==> config.mk <==
export PLATFORM = sky130hd
export DESIGN_NAME = sample_period_search_freq_meter_core
export DESIGN_NICKNAME = d
export VERILOG_FILES = /design/src/hw/rtl/spfm_pkg.sv /design/src/hw/rtl/sample_period_search_freq_meter_core.sv /design/src/hw/rtl/spfm_div.sv
export SDC_FILE = /design/constraint.sdc
export NUM_CORES = 1
export LEC_CHECK = 0
export ABC_AREA = 0
export BUFFER_PORTS_ARGS = -buffer_cell sky130_fd_sc_hd__buf_4
export CAP_MARGIN = 20
export CORE_MARGIN = 2
export CORE_UTILIZATION = 58
export DETAILED_ROUTE_END_ITERATION = 6
export PLACE_DENSITY = 0.74
export SKIP_LAST_GASP = 1
export SLEW_MARGIN = 20
export SYNTH_ARGS = -nofsm -noshare
export SYNTH_HDL_FRONTEND = slang
export SYNTH_SLANG_ARGS = --single-unit
==> constraint.sdc <==
create_clock -name clk -period 8.9 [get_ports clk]
set_input_delay 0.445 -clock clk [delete_from_list [all_inputs] [get_ports clk]]
set_output_delay 0.445 -clock clk [all_outputs]
set_load 0.005 [all_outputs]
==> src/hw/rtl/spfm_pkg.sv <==
`timescale 1ns / 1ps

package spfm_pkg;

	// sizes
	localparam int SAMPLE_BITS = 12;
	localparam int MAX_WINDOW  = 128;
	localparam int WIN_W       = $clog2(MAX_WINDOW + 1);
	localparam int IDX_W       = $clog2(MAX_WINDOW);
	localparam int PERIOD_W    = 16;
	localparam int STEP_W      = 10;
	localparam int CLK_W       = 26;
	localparam int FREQ_W      = 25;
	localparam int DIVISOR_W   = PERIOD_W + WIN_W;
	localparam int CFG_IDX_W   = 3;
	localparam int CFG_DATA_W  = 26;
	localparam int MATCH_W     = SAMPLE_BITS + 7;

	// register reset values
	localparam logic [7:0]          RST_WINDOW  = 8'd100;
	localparam logic [PERIOD_W-1:0] RST_START   = 16'd400;
	localparam logic [STEP_W-1:0]   RST_STEP    = 10'd4;
	localparam logic [PERIOD_W-1:0] RST_FLOOR   = 16'd40;
	localparam logic [PERIOD_W-1:0] RST_CEILING = 16'd40000;
	localparam logic [CLK_W-1:0]    RST_CLOCK   = 26'd4000000;

	typedef enum logic [CFG_IDX_W-1:0] {
		REG_WINDOW  = 3'd0,
		REG_START   = 3'd1,
		REG_STEP    = 3'd2,
		REG_FLOOR   = 3'd3,
		REG_CEILING = 3'd4,
		REG_CLOCK   = 3'd5
	} reg_idx_t;

	typedef enum logic [1:0] {
		EV_CONT  = 2'd0,
		EV_SHORT = 2'd1,
		EV_LONG  = 2'd2,
		EV_FOUND = 2'd3
	} ev_t;

	typedef enum logic [3:0] {
		ST_IDLE = 4'b0001,
		ST_CMP  = 4'b0010,
		ST_DIV  = 4'b0100,
		ST_FIN  = 4'b1000
	} state_t;

	// divider status seen by the sequencer
	typedef struct packed {
		logic busy;
		logic done;
	} div_stat_t;

	// window length clamped to [2, MAX_WINDOW]
	function automatic logic [WIN_W-1:0] eff_window(input logic [7:0] wl);
		logic [WIN_W-1:0] w;
		w = WIN_W'(wl);
		if (wl < 8'd2)
			w = WIN_W'(2);
		else if (WIN_W'(wl) > WIN_W'(MAX_WINDOW) || (WIN_W < 8 && wl > 8'(MAX_WINDOW)))
			w = WIN_W'(MAX_WINDOW);
		return w;
	endfunction

	// floor(r*95/100) <= s <= floor(r*105/100), without a divide
	function automatic logic near_ref(input logic [SAMPLE_BITS-1:0] s,
	                                  input logic [SAMPLE_BITS-1:0] r);
		logic [MATCH_W-1:0] s100;
		logic [MATCH_W-1:0] r95;
		logic [MATCH_W-1:0] r105;
		s100 = MATCH_W'(s) * MATCH_W'(100);
		r95  = MATCH_W'(r) * MATCH_W'(95);
		r105 = MATCH_W'(r) * MATCH_W'(105);
		return (r95 <= s100 + MATCH_W'(99)) && (s100 <= r105);
	endfunction

endpackage

==> src/hw/rtl/sample_period_search_freq_meter_core.sv <==
`timescale 1ns / 1ps
// channel   dir  handshake             payload
// in        in   in_valid / in_ready   sample
// out       out  out_valid / out_ready event_res, period_out, frequency
// cfg       in   cfg_we                cfg_index, cfg_data
//
// an item passes from input transfer through the compare and finish states to
// the output register, and through the divide state too when the window closes
// on a match: the restoring divider produces one quotient bit per cycle.
// reset loads the register defaults and clears sample index and reference.
// one item is worked at a time; a finished result waits in the output
// register while the next sample is taken.

module sample_period_search_freq_meter_core (
	input  logic                                    clk,
	input  logic                                    arst_n,
	input  logic                                    in_valid,
	output logic                                    in_ready,
	input  logic [spfm_pkg::SAMPLE_BITS-1:0]        sample,
	output logic                                    out_valid,
	input  logic                                    out_ready,
	output logic [1:0]                              event_res,
	output logic [spfm_pkg::PERIOD_W-1:0]           period_out,
	output logic [spfm_pkg::FREQ_W-1:0]             frequency,
	input  logic                                    cfg_we,
	input  logic [spfm_pkg::CFG_IDX_W-1:0]          cfg_index,
	input  logic [spfm_pkg::CFG_DATA_W-1:0]         cfg_data
);

	localparam int PW = spfm_pkg::PERIOD_W;

	spfm_pkg::state_t                  state_q;
	logic [7:0]                        window_q;
	logic [spfm_pkg::STEP_W-1:0]       step_q;
	logic [PW-1:0]                     floor_q;
	logic [PW-1:0]                     ceil_q;
	logic [spfm_pkg::CLK_W-1:0]        clock_q;

	logic [spfm_pkg::SAMPLE_BITS-1:0]  ref_q;
	logic [spfm_pkg::IDX_W-1:0]        idx_q;
	logic [PW-1:0]                     pw_q;
	logic [spfm_pkg::SAMPLE_BITS-1:0]  sample_q;
	spfm_pkg::ev_t                     ev_q;
	logic [spfm_pkg::FREQ_W-1:0]       freq_q;

	logic                              out_valid_q;
	spfm_pkg::ev_t                     out_ev_q;
	logic [PW-1:0]                     out_pw_q;
	logic [spfm_pkg::FREQ_W-1:0]       out_freq_q;

	logic [spfm_pkg::WIN_W-1:0]        win;
	logic                              match;
	logic                              not_last;
	logic [PW:0]                       floor_plus;
	logic [PW:0]                       pw_plus;
	logic [PW-1:0]                     pw_short;
	logic [PW-1:0]                     pw_long;
	logic                              in_xfer;
	logic                              div_start;
	logic [spfm_pkg::DIVISOR_W-1:0]    divisor;
	logic [spfm_pkg::CLK_W-1:0]        quotient;
	spfm_pkg::div_stat_t               div_stat;
	logic                              out_free;

	// window decision
	assign win      = spfm_pkg::eff_window(window_q);
	assign match    = spfm_pkg::near_ref(sample_q, ref_q);
	assign not_last = spfm_pkg::WIN_W'(idx_q) < win - spfm_pkg::WIN_W'(1);

	// period adjustment, clamped at floor and ceiling
	assign floor_plus = {1'b0, floor_q} + (PW+1)'(step_q);
	assign pw_plus    = {1'b0, pw_q} + (PW+1)'(step_q);
	always_comb begin
		pw_short = pw_q;
		if (pw_q > floor_q) begin
			if ({1'b0, pw_q} > floor_plus)
				pw_short = pw_q - PW'(step_q);
			else
				pw_short = floor_q;
		end
		pw_long = pw_q;
		if (pw_q < ceil_q) begin
			if (pw_plus < {1'b0, ceil_q})
				pw_long = pw_plus[PW-1:0];
			else
				pw_long = ceil_q;
		end
	end

	assign in_ready  = (state_q == spfm_pkg::ST_IDLE);
	assign in_xfer   = in_valid && in_ready;
	assign out_free  = !out_valid_q || out_ready;
	assign div_start = (state_q == spfm_pkg::ST_CMP) && (idx_q != '0) && !not_last && match;
	assign divisor   = spfm_pkg::DIVISOR_W'(pw_q) * spfm_pkg::DIVISOR_W'(win);

	spfm_div u_div (
		.clk      (clk),
		.arst_n   (arst_n),
		.start    (div_start),
		.dividend (clock_q),
		.divisor  (divisor),
		.stat     (div_stat),
		.quotient (quotient)
	);

	// sequencer
	always_ff @(posedge clk or negedge arst_n) begin
		if (!arst_n) begin
			state_q <= spfm_pkg::ST_IDLE;
		end else begin
			case (state_q)
				spfm_pkg::ST_IDLE: if (in_xfer) state_q <= spfm_pkg::ST_CMP;
				spfm_pkg::ST_CMP:  state_q <= div_start ? spfm_pkg::ST_DIV : spfm_pkg::ST_FIN;
				spfm_pkg::ST_DIV:  if (div_stat.done) state_q <= spfm_pkg::ST_FIN;
				spfm_pkg::ST_FIN:  if (out_free) state_q <= spfm_pkg::ST_IDLE;
				default:           state_q <= spfm_pkg::ST_IDLE;
			endcase
		end
	end

	// configuration registers and window state
	always_ff @(posedge clk or negedge arst_n) begin
		if (!arst_n) begin
			window_q <= spfm_pkg::RST_WINDOW;
			step_q   <= spfm_pkg::RST_STEP;
			floor_q  <= spfm_pkg::RST_FLOOR;
			ceil_q   <= spfm_pkg::RST_CEILING;
			clock_q  <= spfm_pkg::RST_CLOCK;
			ref_q    <= '0;
			idx_q    <= '0;
			pw_q     <= spfm_pkg::RST_START;
		end else if (cfg_we) begin
			case (cfg_index)
				spfm_pkg::REG_WINDOW:  window_q <= cfg_data[7:0];
				spfm_pkg::REG_START:   pw_q     <= cfg_data[PW-1:0];
				spfm_pkg::REG_STEP:    step_q   <= cfg_data[spfm_pkg::STEP_W-1:0];
				spfm_pkg::REG_FLOOR:   floor_q  <= cfg_data[PW-1:0];
				spfm_pkg::REG_CEILING: ceil_q   <= cfg_data[PW-1:0];
				spfm_pkg::REG_CLOCK:   clock_q  <= cfg_data[spfm_pkg::CLK_W-1:0];
				default: ;
			endcase
		end else if (state_q == spfm_pkg::ST_CMP) begin
			if (idx_q == '0) begin
				ref_q <= sample_q;
				idx_q <= spfm_pkg::IDX_W'(1);
			end else if (not_last) begin
				if (match) begin
					idx_q <= '0;
					pw_q  <= pw_short;
				end else begin
					idx_q <= idx_q + spfm_pkg::IDX_W'(1);
				end
			end else begin
				idx_q <= '0;
				if (!match)
					pw_q <= pw_long;
			end
		end
	end

	// per-item working registers
	always_ff @(posedge clk) begin
		if (in_xfer)
			sample_q <= sample;
		if (state_q == spfm_pkg::ST_CMP) begin
			freq_q <= '0;
			if (idx_q == '0)
				ev_q <= spfm_pkg::EV_CONT;
			else if (not_last)
				ev_q <= match ? spfm_pkg::EV_SHORT : spfm_pkg::EV_CONT;
			else
				ev_q <= match ? spfm_pkg::EV_FOUND : spfm_pkg::EV_LONG;
		end else if (state_q == spfm_pkg::ST_DIV && div_stat.done) begin
			// saturate a quotient wider than the result field
			if (quotient[spfm_pkg::CLK_W-1:spfm_pkg::FREQ_W] != '0)
				freq_q <= '1;
			else
				freq_q <= quotient[spfm_pkg::FREQ_W-1:0];
		end
	end

	// output register
	always_ff @(posedge clk or negedge arst_n) begin
		if (!arst_n) begin
			out_valid_q <= 1'b0;
		end else if (state_q == spfm_pkg::ST_FIN && out_free) begin
			out_valid_q <= 1'b1;
		end else if (out_ready) begin
			out_valid_q <= 1'b0;
		end
	end

	always_ff @(posedge clk) begin
		if (state_q == spfm_pkg::ST_FIN && out_free) begin
			out_ev_q   <= ev_q;
			out_pw_q   <= pw_q;
			out_freq_q <= freq_q;
		end
	end

	assign out_valid  = out_valid_q;
	assign event_res  = out_ev_q;
	assign period_out = out_pw_q;
	assign frequency  = out_freq_q;

endmodule

==> src/hw/rtl/spfm_div.sv <==
`timescale 1ns / 1ps

module spfm_div (
	input  logic                                clk,
	input  logic                                arst_n,
	input  logic                                start,
	input  logic [spfm_pkg::CLK_W-1:0]          dividend,
	input  logic [spfm_pkg::DIVISOR_W-1:0]      divisor,
	output spfm_pkg::div_stat_t                 stat,
	output logic [spfm_pkg::CLK_W-1:0]          quotient
);

	localparam int CNT_W = $clog2(spfm_pkg::CLK_W);
	localparam int REM_W = spfm_pkg::DIVISOR_W + 1;

	logic                             busy_q;
	logic                             done_q;
	logic [CNT_W-1:0]                 cnt_q;
	logic [spfm_pkg::DIVISOR_W-1:0]   dvs_q;
	logic [spfm_pkg::DIVISOR_W-1:0]   rem_q;
	logic [spfm_pkg::CLK_W-1:0]       quo_q;
	logic [REM_W-1:0]                 rem_shift;
	logic                             fits;

	// one restoring step: shift in the next dividend bit, subtract if it fits
	assign rem_shift = {rem_q, quo_q[spfm_pkg::CLK_W-1]};
	assign fits      = rem_shift >= REM_W'(dvs_q);

	// control
	always_ff @(posedge clk or negedge arst_n) begin
		if (!arst_n) begin
			busy_q <= 1'b0;
			done_q <= 1'b0;
			cnt_q  <= '0;
		end else begin
			done_q <= 1'b0;
			if (start) begin
				busy_q <= 1'b1;
				cnt_q  <= '0;
			end else if (busy_q) begin
				if (cnt_q == CNT_W'(spfm_pkg::CLK_W - 1)) begin
					busy_q <= 1'b0;
					done_q <= 1'b1;
				end
				cnt_q <= cnt_q + CNT_W'(1);
			end
		end
	end

	// datapath, one quotient bit per cycle
	always_ff @(posedge clk) begin
		if (start) begin
			dvs_q <= divisor;
			rem_q <= '0;
			quo_q <= dividend;
		end else if (busy_q) begin
			if (fits)
				rem_q <= spfm_pkg::DIVISOR_W'(rem_shift - REM_W'(dvs_q));
			else
				rem_q <= rem_shift[spfm_pkg::DIVISOR_W-1:0];
			quo_q <= {quo_q[spfm_pkg::CLK_W-2:0], fits};
		end
	end

	assign stat.busy = busy_q;
	assign stat.done = done_q;
	assign quotient  = quo_q;

endmodule

Yosys cells after proc, flatten, opt, wreduce, memory -nomap -nowiden
Index checks and enable logic that the tools add are counted.
{ "totals": {"ff_bits": 279, "out_inout_bits": 45, "word_cells": 127} }
{ "classes": {"muxes": 38, "n_bitwise": 1, "n_addsub": 8, "mul": 4, "n_reduce_logical": 26, "n_eq_ne": 18, "order_cmp": 10} }
{ "ops": {"columns": ["cell", "n"], "rows": [
  ["2-to-1 mux 16 bit", 11],
  ["2-to-1 mux 26 bit", 2],
  ["less-or-equal comparator 19 bit", 2],
  ["multiplier 12 x 7 -> 19 bit, second input constant", 2],
  ["adder 16 x 10 -> 17 bit", 2],
  ["greater-or-equal comparator 25 x 24 -> 1 bit", 1],
  ["2-to-1 mux 25 bit", 1],
  ["multiplier 16 x 8 -> 24 bit", 1],
  ["2-to-1 mux 24 bit", 1],
  ["subtractor 24 bit", 1],
  ["2-to-1 mux 7 bit", 3],
  ["adder 19 x 7 -> 19 bit, second input constant", 1],
  ["greater-than comparator 16 x 17 -> 1 bit", 1],
  ["< comparator 17 x 16 -> 1 bit", 1],
  ["multiplier 12 x 5 -> 17 bit, second input constant", 1],
  ["greater-than comparator 16 bit", 1],
  ["< comparator 16 bit", 1],
  ["2-to-1 mux 4 bit", 4],
  ["2-to-1 mux 8 bit", 2],
  ["case mux 4 bit (4 select lines)", 1],
  ["subtractor 16 x 10 -> 16 bit", 1],
  ["AND reduction 2 bit", 6],
  ["2-to-1 mux 1 bit", 10],
  ["2-to-1 mux 5 bit", 2],
  ["other kinds (30)", 46]
]} }

Logic depth before layout (Yosys ltp)
Gate-level depths: netlist of the first run.
{ "depth": {"word_depth": 10, "mapped_depth": 29, "mapped_depth_nobuf": 27} }

Cells and area by module
From an unflattened synthesis of the first run, not the netlist that was laid out.
{ "hier_totals": {"hier_cells": 2660, "area_unflattened_um2": 25254.2} }
{ "by_module_without_submodules": {"columns": ["module", "area_each_um2", "seq_area_each_um2", "n_inst", "cells_each"], "rows": [
  ["sample_period_search_freq_meter_core", 20696.1, 5142.4, 1, 2226],
  ["spfm_div", 4558.1, 2157.1, 1, 434]
]} }

Worst setup path before layout of the first run
OpenSTA, ideal clock, no wires.
{ "synth_path": {"path_type": "reg-to-reg", "startpoint": "register ref_q[4] (netlist name)", "endpoint": "register u_div.quo_q (netlist bit u_div.quotient[0]), enable pin", "setup_ns": 0.364, "n_path_buf": 2, "required_ns": 8.536, "stages_incl_launch_ff": 25, "setup_slack_ns": 1.784, "t_arrival_ns": 6.751, "path_cell_list": "dfrtp_1 -> inv_1 -> fa_1 -> fa_1 -> fa_1 -> inv_1 -> fa_1 -> ha_1 -> nor3_1 -> o21a_1 -> nor3_1 -> a41o_1 -> o2111a_1 -> o21a_1 -> o21a_1 -> o311ai_0 -> ha_1 -> and4_1 -> a221oi_1 -> o2111ai_1 -> a22o_4 -> nor4_4 -> buf_6 -> buf_2 -> or2_2"} }
{ "synth_via": {"elab_chain_cells": 5, "word_cells_on_any_way": 7, "classes_between": "2 x mul; 2 x order compare; 3 x reduce/logical"} }
{ "synth_rtl": {"columns": ["item", "line_no", "text"], "rows": [
  ["start, declared", "sample_period_search_freq_meter_core.sv:39", "logic [spfm_pkg::SAMPLE_BITS-1:0] ref_q;"],
  ["start signal, assigned", "sample_period_search_freq_meter_core.sv:144", "ref_q <= sample_q;"],
  ["multiplier 12 x 7 -> 19 bit (on tied branches)", "spfm_pkg.sv:74, spfm_pkg.sv:75", null],
  ["less-or-equal comparator 19 bit", "spfm_pkg.sv:76", "return (r95 <= s100 + MATCH_W'(99)) && (s100 <= r105);"],
  ["logical AND 1 bit (*)", "spfm_pkg.sv:76", null],
  ["logical AND 1 bit (*)", "sample_period_search_freq_meter_core.sv:93", "assign div_start = (state_q == spfm_pkg::ST_CMP) && (idx_q != '0) && !not_last && match;"],
  ["nonzero test 2 bit (no source line) (*)", null, null],
  ["end signal, assigned", "spfm_div.sv:55", "quo_q <= dividend;"],
  ["end signal, assigned", "spfm_div.sv:61", "quo_q <= {quo_q[spfm_pkg::CLK_W-2:0], fits};"],
  ["end, declared", "spfm_div.sv:21", "logic [spfm_pkg::CLK_W-1:0] quo_q;"]
]} }
Mark *: on every way between the ends. The rest lies on a longest branch, timed or not.
A chain may end at the register's enable or synchronous reset.

Final worst setup path of the first run
{ "layout_path": {"startpoint": "register ref_q[4] (netlist name)", "endpoint": "register u_div.rem_q[19] (netlist name)"} }
{ "layout_via": {"elab_chain_cells": 4, "word_cells_on_any_way": 6, "classes_between": "2 x mul; 2 x order compare; 2 x reduce/logical"} }
{ "layout_rtl": {"columns": ["item", "line_no", "text"], "rows": [
  ["multiplier 12 x 7 -> 19 bit (on tied branches)", "spfm_pkg.sv:74, spfm_pkg.sv:75", null],
  ["less-or-equal comparator 19 bit", "spfm_pkg.sv:76", null],
  ["logical AND 1 bit (*)", "spfm_pkg.sv:76", null],
  ["logical AND 1 bit (*)", "sample_period_search_freq_meter_core.sv:93", null],
  ["end signal, assigned", "spfm_div.sv:58", "rem_q <= spfm_pkg::DIVISOR_W'(rem_shift - REM_W'(dvs_q));"],
  ["end signal, assigned", "spfm_div.sv:60", "rem_q <= rem_shift[spfm_pkg::DIVISOR_W-1:0];"],
  ["end, declared", "spfm_div.sv:20", "logic [spfm_pkg::DIVISOR_W-1:0] rem_q;"]
]} }
Marked as above.

==> results of run 1 <==
-- worst reg2reg max path, cell delays in order, from the launching register on --
cell and delay (ps):
dfrtp_1 620, inv_1 230, fa_1 530, inv_1 40
ha_1 270, inv_1 60, fa_1 490, fa_1 510
inv_1 40, ha_1 320, o21ai_0 120, a21boi_0 190
o41ai_1 320, o21ai_0 200, o41ai_1 540, o2111ai_1 210
a21oi_1 220, xnor2_1 160, ha_1 270, and4_1 230
a221oi_1 390, o2111ai_1 210, a22o_4 340, nor4_4 350
buf_12 390, nand2b_1 280, nand2b_1 190, o21ai_1 110
-- state kept, by name, indices dropped and copies added (netlist names), 24 cells and up --
signal and flops:
freq_q 25, frequency 25, clock_q 26, u_div.rem_q 24, u_div.quotient 26, u_div.dvs_q 24
-- cell families after synthesis --
logic type / synth area share [%]
AND/OR/NAND/NOR: 14.1
adder cells (fa/ha/maj): 28.9
AO/OA/AOI/OAI: 11.9
buffers and inverters: 6.47
flip-flops: 29.3
XOR/XNOR: 4.54
multiplexers: 4.75
-- worst paths after layout --
check                           from              end  cells after the start
max reg2reg                 ref_q[4]  u_div.rem_q[19]                     27
min in group asynchronous     arst_n      clock_q[17]                      2
max in group asynchronous     arst_n         ref_q[1]                      4
min                        sample[9]      sample_q[9]                      1
max                         ref_q[4]  u_div.rem_q[19]                     27
min reg2reg                  ev_q[1]     event_res[1]                      0
-- layout make-up --
class	instances	area, sq um
Sequential cell	279	7300
Clock inverter	17	223
Multi-Input combinational cell	1896	16000
Inverter	325	1220
Timing Repair Buffer	114	891
Tap cell	539	674
Clock buffer	45	953
Fill cell	3315	14800
-- routing by layer --
| metal | track usage, % | vias up |
|---|---|---|
| li1 | - | 9076 |
| met3 | 3.54 | 131 |
| met5 | 0 | - |
| met4 | 11.3 | 2 |
| met2 | 48.8 | 546 |
| met1 | 37.5 | 9368 |
-- cell usage in the layout, fill, tap and decap left out, types with 22 or more instances in the layout --
cell | synthesis | layout
o21a_1 | 22 | 22
inv_1 | 323 | 323
ha_1 | 341 | 341
edfxtp_1 | 107 | 107
buf_4 | 2 | 111
a21o_1 | 28 | 27
and2_1 | 61 | 61
xnor2_1 | 81 | 81
nor3_1 | 99 | 97
mux2_2 | 68 | 68
xor2_1 | 48 | 48
nor2_1 | 159 | 159
o21ai_0 | 114 | 114
nand2_1 | 206 | 206
a21oi_1 | 106 | 106
dfxtp_1 | 49 | 49
fa_1 | 147 | 147
nand3_1 | 42 | 42
nand4_1 | 24 | 24
dfstp_2 | 22 | 22
dfrtp_1 | 101 | 101
mux2i_1 | 27 | 27
clkbuf_16 | 0 | 35
nor2b_1 | 30 | 29
a211oi_1 | 31 | 31
-- repair_timing --
action,CTS,global route
buffers inserted,0,0
endpoints found under the hold margin,0,16
hold buffers,0,1
-- per-stage QoR --
stage,worst slack (ps),hold WS [ps],cells,util (%)
global placement,1340,402,3150,61.9
detailed placement,986,422,3150,61.9
finish,951,59.2,3215,64.8
global route,399,48.9,3215,64.8
CTS,944,32.6,3212,64.6
floorplan,1780,149,2591,-
==> results_dict.tcl, run 1 <==
set metrics [dict create \
    slowest_stage "dfrtp_1" \
    worstPathArrival_ps 8380 \
    outcome "complete, no violations" \
    gr-total-overflow 0 \
    post-synth-top-count-cell "ha_1" \
    critPathMaxFanout 88 \
    post_dp_cell_area_sq_um 26100 \
    clk_path_buf_depth 3 \
    async_flop_share_pct 44.1 \
    routed_wl_um 61900 \
    grt_max_degree 89 \
    crit_family "compound AO/OA/AOI/OAI gates" \
    grt_pass1_wl_um 102000 \
    finalHoldViolations 0 \
    die_area_sq_um 44600 \
    met3_length_um 2980 \
    tritoncts "yes" \
    cts_buffers 34 \
    synthTopCellsByArea "ha_1, edfxtp_1, fa_1, dfrtp_1, inv_1" \
    critPathLaunchType "flip-flop" \
    wl_per_cell_um 19.2 \
    cts_sinks 279 \
    n_antenna_cell 0 \
    ys.flop_type "edfxtp_1" \
    rrSetupSlack_ps 950 \
    ant_nets 0 \
    fin_area_sq_um 27300 \
    drt_iter0_markers 1067 \
    postSynthCellCount 2591 \
    netlist-cell-type-count 86 \
    synth_nets 3125 \
    row_count 75 \
    critPathMaxStageDelay_ps 620 \
    maxCapViolCount 0 \
    slew_headroom_pct 31.5 \
    layout-drive-gt1-share_pct 10.7 \
    synth_seq_cells 279 \
    setup_viol 0 \
    drt_first_pass_iters 5 \
    worst_slew_pin_slew_ps 1030 \
    cts.clk_slew.worst_paths_ps 60 \
    die_x_um 211 \
    final.setup_skew_ps 19.3 \
    track_usage_pct 28.7 \
    worstSkewPairLatency_ps 560 \
    yosysTopAreaCellShare_pct 17.1 \
    required_ps 9330 \
    htreeDepth 2 \
    setup-tns-final_ps 0 \
    final_nets 3184 \
    seq_area_frac_synth_pct 29.3 \
    route.met2.wl_um 29900 \
    die_height_um 211 \
    worstPathBufferInverterCount 5 \
    num_io_pins 91 \
    syn_area_per_cell_sq_um 9.61 \
    initial_core_util_pct 59.1 \
    clock_tree.root_cell "clkbuf_16" \
    synth_area_leader_cell "ha_1" \
    netlist_area_sq_um 24900 \
    syn_to_final_growth_pct 9.55 \
    netlist_top_cells_count "ha_1, inv_1, nand2_1, nor2_1, fa_1" \
    holdCritPathClass "in -> reg" \
    cts_resized 0 \
    fin_crit_sh_pct 89.3 \
    setup.worst_path.end_class "flip-flop" \
    post-route-min-period_ps 7950 \
    crit_top_cell "inv_1" \
    slew_viol_final 0 \
    fp.coreArea_sq_um 42100 \
    port_buffers 90 \
    top_layer "met5" \
    yosysWarningCount 0 \
    crit_type "reg -> reg" \
    synth_edf_count 107 \
    route.detailed.drc 0 \
    place_hpwl_um 47100 \
    vias 19100 \
    antenna_found_initial 1 \
    grt_pass1_vias 20100 \
    viasPerCell 5.95 \
    rsz0062_at_grt "no" \
    m1WireLength_um 26900 \
    gp_congestion 0.932 \
    max_freq_mhz 126 \
]
Power of run 1 is not shown: default switching activity piles up to over one toggle a cycle in this logic, so the estimate is an artifact.
==> inputs of run 2 (changes only) <==
Settings changed: RECOVER_POWER from default to 50.
Clock period 8.9 ns to 10.3 ns, I/O delays scaled along.
==> results_dict.tcl, run 2 (same netlist as run 1, synthesis figures left out) <==
set metrics [dict create \
    outcome "complete, but fails checks" \
    failed_checks "capacitance limit, slew limit" \
    grt_max_degree 73 \
    rrSetupSlack_ps 1850 \
    critPathMaxStageDelay_ps 670 \
    rsz0062_at_grt "no" \
    postCtsHoldBufs 0 \
    setup.worst_path.end_class "flip-flop" \
    drt_iter0_markers 1117 \
    hold_start "sample[2]" \
    fp.coreArea_sq_um 42100 \
    cts_buffers 30 \
    cts.clk_slew.worst_paths_ps 60 \
    slew_viol_final 179 \
    post-route-util_pct 64.2 \
    wl_per_cell_um 19.0 \
    tritoncts "yes" \
    htreeDepth 1 \
    gr-total-overflow 0 \
    final_nets 3182 \
    use_met2_pct 47.9 \
    post-cts-setup-buffers 0 \
    worstPathArrival_ps 8930 \
    place_hpwl_um 46900 \
    die_area_sq_um 44600 \
    antenna_found_initial 0 \
    required_ps 10780 \
    die_height_um 211 \
    n_antenna_cell 0 \
    vias 19200 \
    crit_top_cell "inv_1" \
    setup_viol 0 \
    track_usage_pct 28.1 \
    finalHoldViolations 0 \
    slew_headroom_pct -150 \
    ant_nets 0 \
    clock_tree.root_cell "clkbuf_16" \
    fin_crit_sh_pct 82.0 \
    worstSkewPairLatency_ps 600 \
    gr-usage-met3_pct 3.60 \
    critPathMaxFanout 72 \
    max_freq_mhz 118 \
    viasPerCell 5.97 \
    grt_pass1_vias 20000 \
    worst_slew_pin_slew_ps 3750 \
    cts_resized 0 \
    use_met1_pct 36.7 \
    row_count 75 \
    clk_path_buf_depth 3 \
    critPathLaunchType "flip-flop" \
    final.setup_skew_ps 21.7 \
    busiest_layer "met2" \
    r2r-start "ref_q[4]" \
    initial_core_util_pct 59.1 \
    maxCapViolCount 4 \
    drt_first_pass_iters 6 \
    final_common_cell "ha_1" \
    setup-tns-final_ps 0 \
    post-route-min-period_ps 8450 \
    holdCritPathClass "in -> reg" \
    die_x_um 211 \
    syn_to_final_growth_pct 8.61 \
    route.detailed.drc 0 \
    port_buffers 90 \
    mostFrequentLayoutCells "ha_1, inv_1, nand2_1" \
    gp_congestion 0.943 \
    grt_pass1_wl_um 100000 \
    crit_type "reg -> reg" \
    num_io_pins 91 \
    routed_wl_um 61100 \
    slowest_stage "buf_4" \
    cts_sinks 279 \
    startpoint "ref_q[4]" \
    layout-drive-gt1-share_pct 9.51 \
]
run 2: metrics by stage:
stage | instance area, sq um | setup slack (ps) | hold WS (ps) | cells
4_1_cts | 27100 | 1770 | 33.1 | 3210
6_report | 27100 | 1850 | 129 | 3211
5_1_grt | 27100 | 1130 | 112 | 3211
2_1_floorplan | 24900 | 3180 | 219 | 2591
3_3_place_gp | 26100 | 2140 | 407 | 3154
3_5_place_dp | 26100 | 1810 | 418 | 3154
run 2: critical path: cells and delay by family (launching register included):
| family | cells | cell delay, ps |
|---|---|---|
| simple gates | 4 | 920 |
| fa+ha+maj | 6 | 2370 |
| buf+inv | 6 | 1310 |
| flops | 1 | 590 |
| xor+xnor | 1 | 140 |
| compound gates | 11 | 2890 |
run 2: final cells by class:
class	instances	area (sq um)
multi-input combinational	1896	16000
fill	3335	15100
sequential	279	7300
inverter	325	1220
clock buffer	43	901
timing repair buffer	116	788
tap	539	674
clock inverter	13	156
run 2: worst paths after layout:
path / endpoint / cells past startpoint
max: u_div.rem_q[20] / 28
min: sample_q[2] / 1
max reg2reg: u_div.rem_q[20] / 28
min reg2reg: event_res[1] / 0
max in group asynchronous: floor_q[0] / 2
min in group asynchronous: state_q[2] / 1
run 2: per-layer routing:
layer	vias up	share of wire [%]
met5	-	0
met4	0	3.8
met3	137	5.5
met2	580	48
met1	9373	43
li1	9075	-
Power of run 2 is left out for the same reason.
==> inputs of run 3 (changes only) <==
Settings changed: PLACE_DENSITY 0.74 to 0.77.
Clock period 10.3 ns to 7 ns, I/O delays scaled along.
==> results_dict.tcl, run 3 (same netlist as run 1, synthesis figures left out) <==
set metrics [dict create \
    outcome "complete, but fails checks" \
    failed_checks "capacitance limit, slew limit" \
    mostFrequentLayoutCells "ha_1, inv_1, nand2_1" \
    worstPathArrival_ps 7250 \
    gr-total-overflow 0 \
    cts_sinks 279 \
    fin_crit_sh_pct 96.8 \
    slew_viol_final 225 \
    row_count 75 \
    max_freq_mhz 148 \
    antenna_found_initial 0 \
    viasPerCell 5.97 \
    critPathMaxFanout 8 \
    final.setup_skew_ps 16.0 \
    fillers 3236 \
    vias 19500 \
    initial_core_util_pct 59.1 \
    grt_pass1_vias 20500 \
    tritoncts "yes" \
    slowest_stage "fa_1" \
    port_buffers 90 \
    die_height_um 211 \
    htreeDepth 1 \
    drt_first_pass_iters 5 \
    critPathLaunchType "flip-flop" \
    setup_viol 0 \
    final_nets 3236 \
    crit_top_cell "fa_1" \
    post_dp_cell_area_sq_um 26300 \
    holdCritPathClass "in -> reg" \
    crit_chain "buf_4 -> fa_1 -> fa_1 -> fa_1 -> fa_1 -> ha_1 -> o41ai_2 -> o21ai_1 -> o41ai_2 -> o2111ai_1 -> a21oi_1 -> xnor2_1 -> ha_1 -> and4_4 -> a221oi_2 -> o2111ai_2 -> a22o_4 -> buf_4 -> and4_4 -> o31a_1 -> o21a_1 -> a22o_1" \
    regArea_sq_um 7300 \
    hold_slack_ps 28.9 \
    crit_family "compound AO/OA/AOI/OAI gates" \
    worstPathBufferInverterCount 2 \
    place_hpwl_um 47500 \
    maxCapViolCount 7 \
    cts.clk_slew.worst_paths_ps 60 \
    multi_input_area_sq_um 16100 \
    final_common_cell "ha_1" \
    grt_max_degree 48 \
    worstSkewPairLatency_ps 600 \
    clock_tree.root_cell "clkbuf_16" \
    worst_slew_pin_slew_ps 2740 \
    die_area_sq_um 44600 \
    track_usage_pct 28.9 \
    n_antenna_cell 0 \
    num_io_pins 91 \
    setup.worst_path.end_class "flip-flop" \
    required_ps 7480 \
    layout-drive-gt1-share_pct 11.1 \
    drt_iter0_markers 1181 \
    crit_type "reg -> reg" \
    post-route-util_pct 65.8 \
    routed_wl_um 63100 \
    grt_pass1_wl_um 103000 \
    clk_path_buf_depth 3 \
    syn_to_final_growth_pct 11.4 \
    ant_nets 0 \
    setup-tns-final_ps 0 \
    gp_congestion 0.932 \
    fp.coreArea_sq_um 42100 \
    route.detailed.drc 0 \
    fin_area_sq_um 27700 \
    critPathMaxStageDelay_ps 580 \
    wl_per_cell_um 19.3 \
    die_x_um 211 \
    finalHoldViolations 0 \
    cts_buffers 31 \
    slew_headroom_pct -82.7 \
    post-route-min-period_ps 6780 \
]
-- run 3: metal layers --
metal / GRT usage [%] / up-vias / wire length, um
li1: - / 9176 / -
met1: 36.0 / 9536 / 26000
met2: 50.6 / 589 / 30900
met3: 3.09 / 198 / 3180
met4: 13.4 / 0 / 3110
met5: 0 / - / 0
-- run 3: what timing repair did --
item                       4_1_cts  5_1_grt
hold buffers                    26        0
hold endpoints to repair        62        0
gates resized for setup          4       20
buffers inserted                 0        6
cloned                           0        1
setup endpoints to repair       85      118
pin swaps                        0       15
-- run 3: path summary, 6_finish.rpt --
kind / start / endpoint / slack, ps / cells after the start
setup / recovery: ref_q[5] / pw_q[9] / 220 / 22
hold / removal: cfg_data[13] / ceil_q[13] / 30 / 3
setup reg to reg: ref_q[5] / pw_q[9] / 220 / 22
hold reg to reg: freq_q[10] / frequency[10] / 430 / 0
max in group asynchronous: arst_n / ref_q[6] / 2600 / 4
min in group asynchronous: arst_n / clock_q[17] / 1170 / 2
-- run 3: worst min-delay path: cells and delay by family --
kind	cells	cell delay, ps
compound gates	1	60
buf+inv	1	110
simple gates	1	50
-- run 3: metrics by stage --
| stage | setup WS, ps | cells |
|---|---|---|
| after detailed placement | -153 | 3175 |
| after CTS | 77.2 | 3259 |
| after global placement | 11.4 | 3175 |
| final | 221 | 3266 |
| after global routing | -64.4 | 3266 |
| after floorplan | 30.7 | 2591 |
-- run 3: area by class of cell --
cell class	count	area share [%]
clock buffer	36	2.86
clock inverter	22	1.23
inverter	325	4.40
multi-input combinational	1896	58.0
sequential	279	26.3
tap	539	2.43
timing repair buffer	169	4.74
Power of run 3 is left out for the same reason.
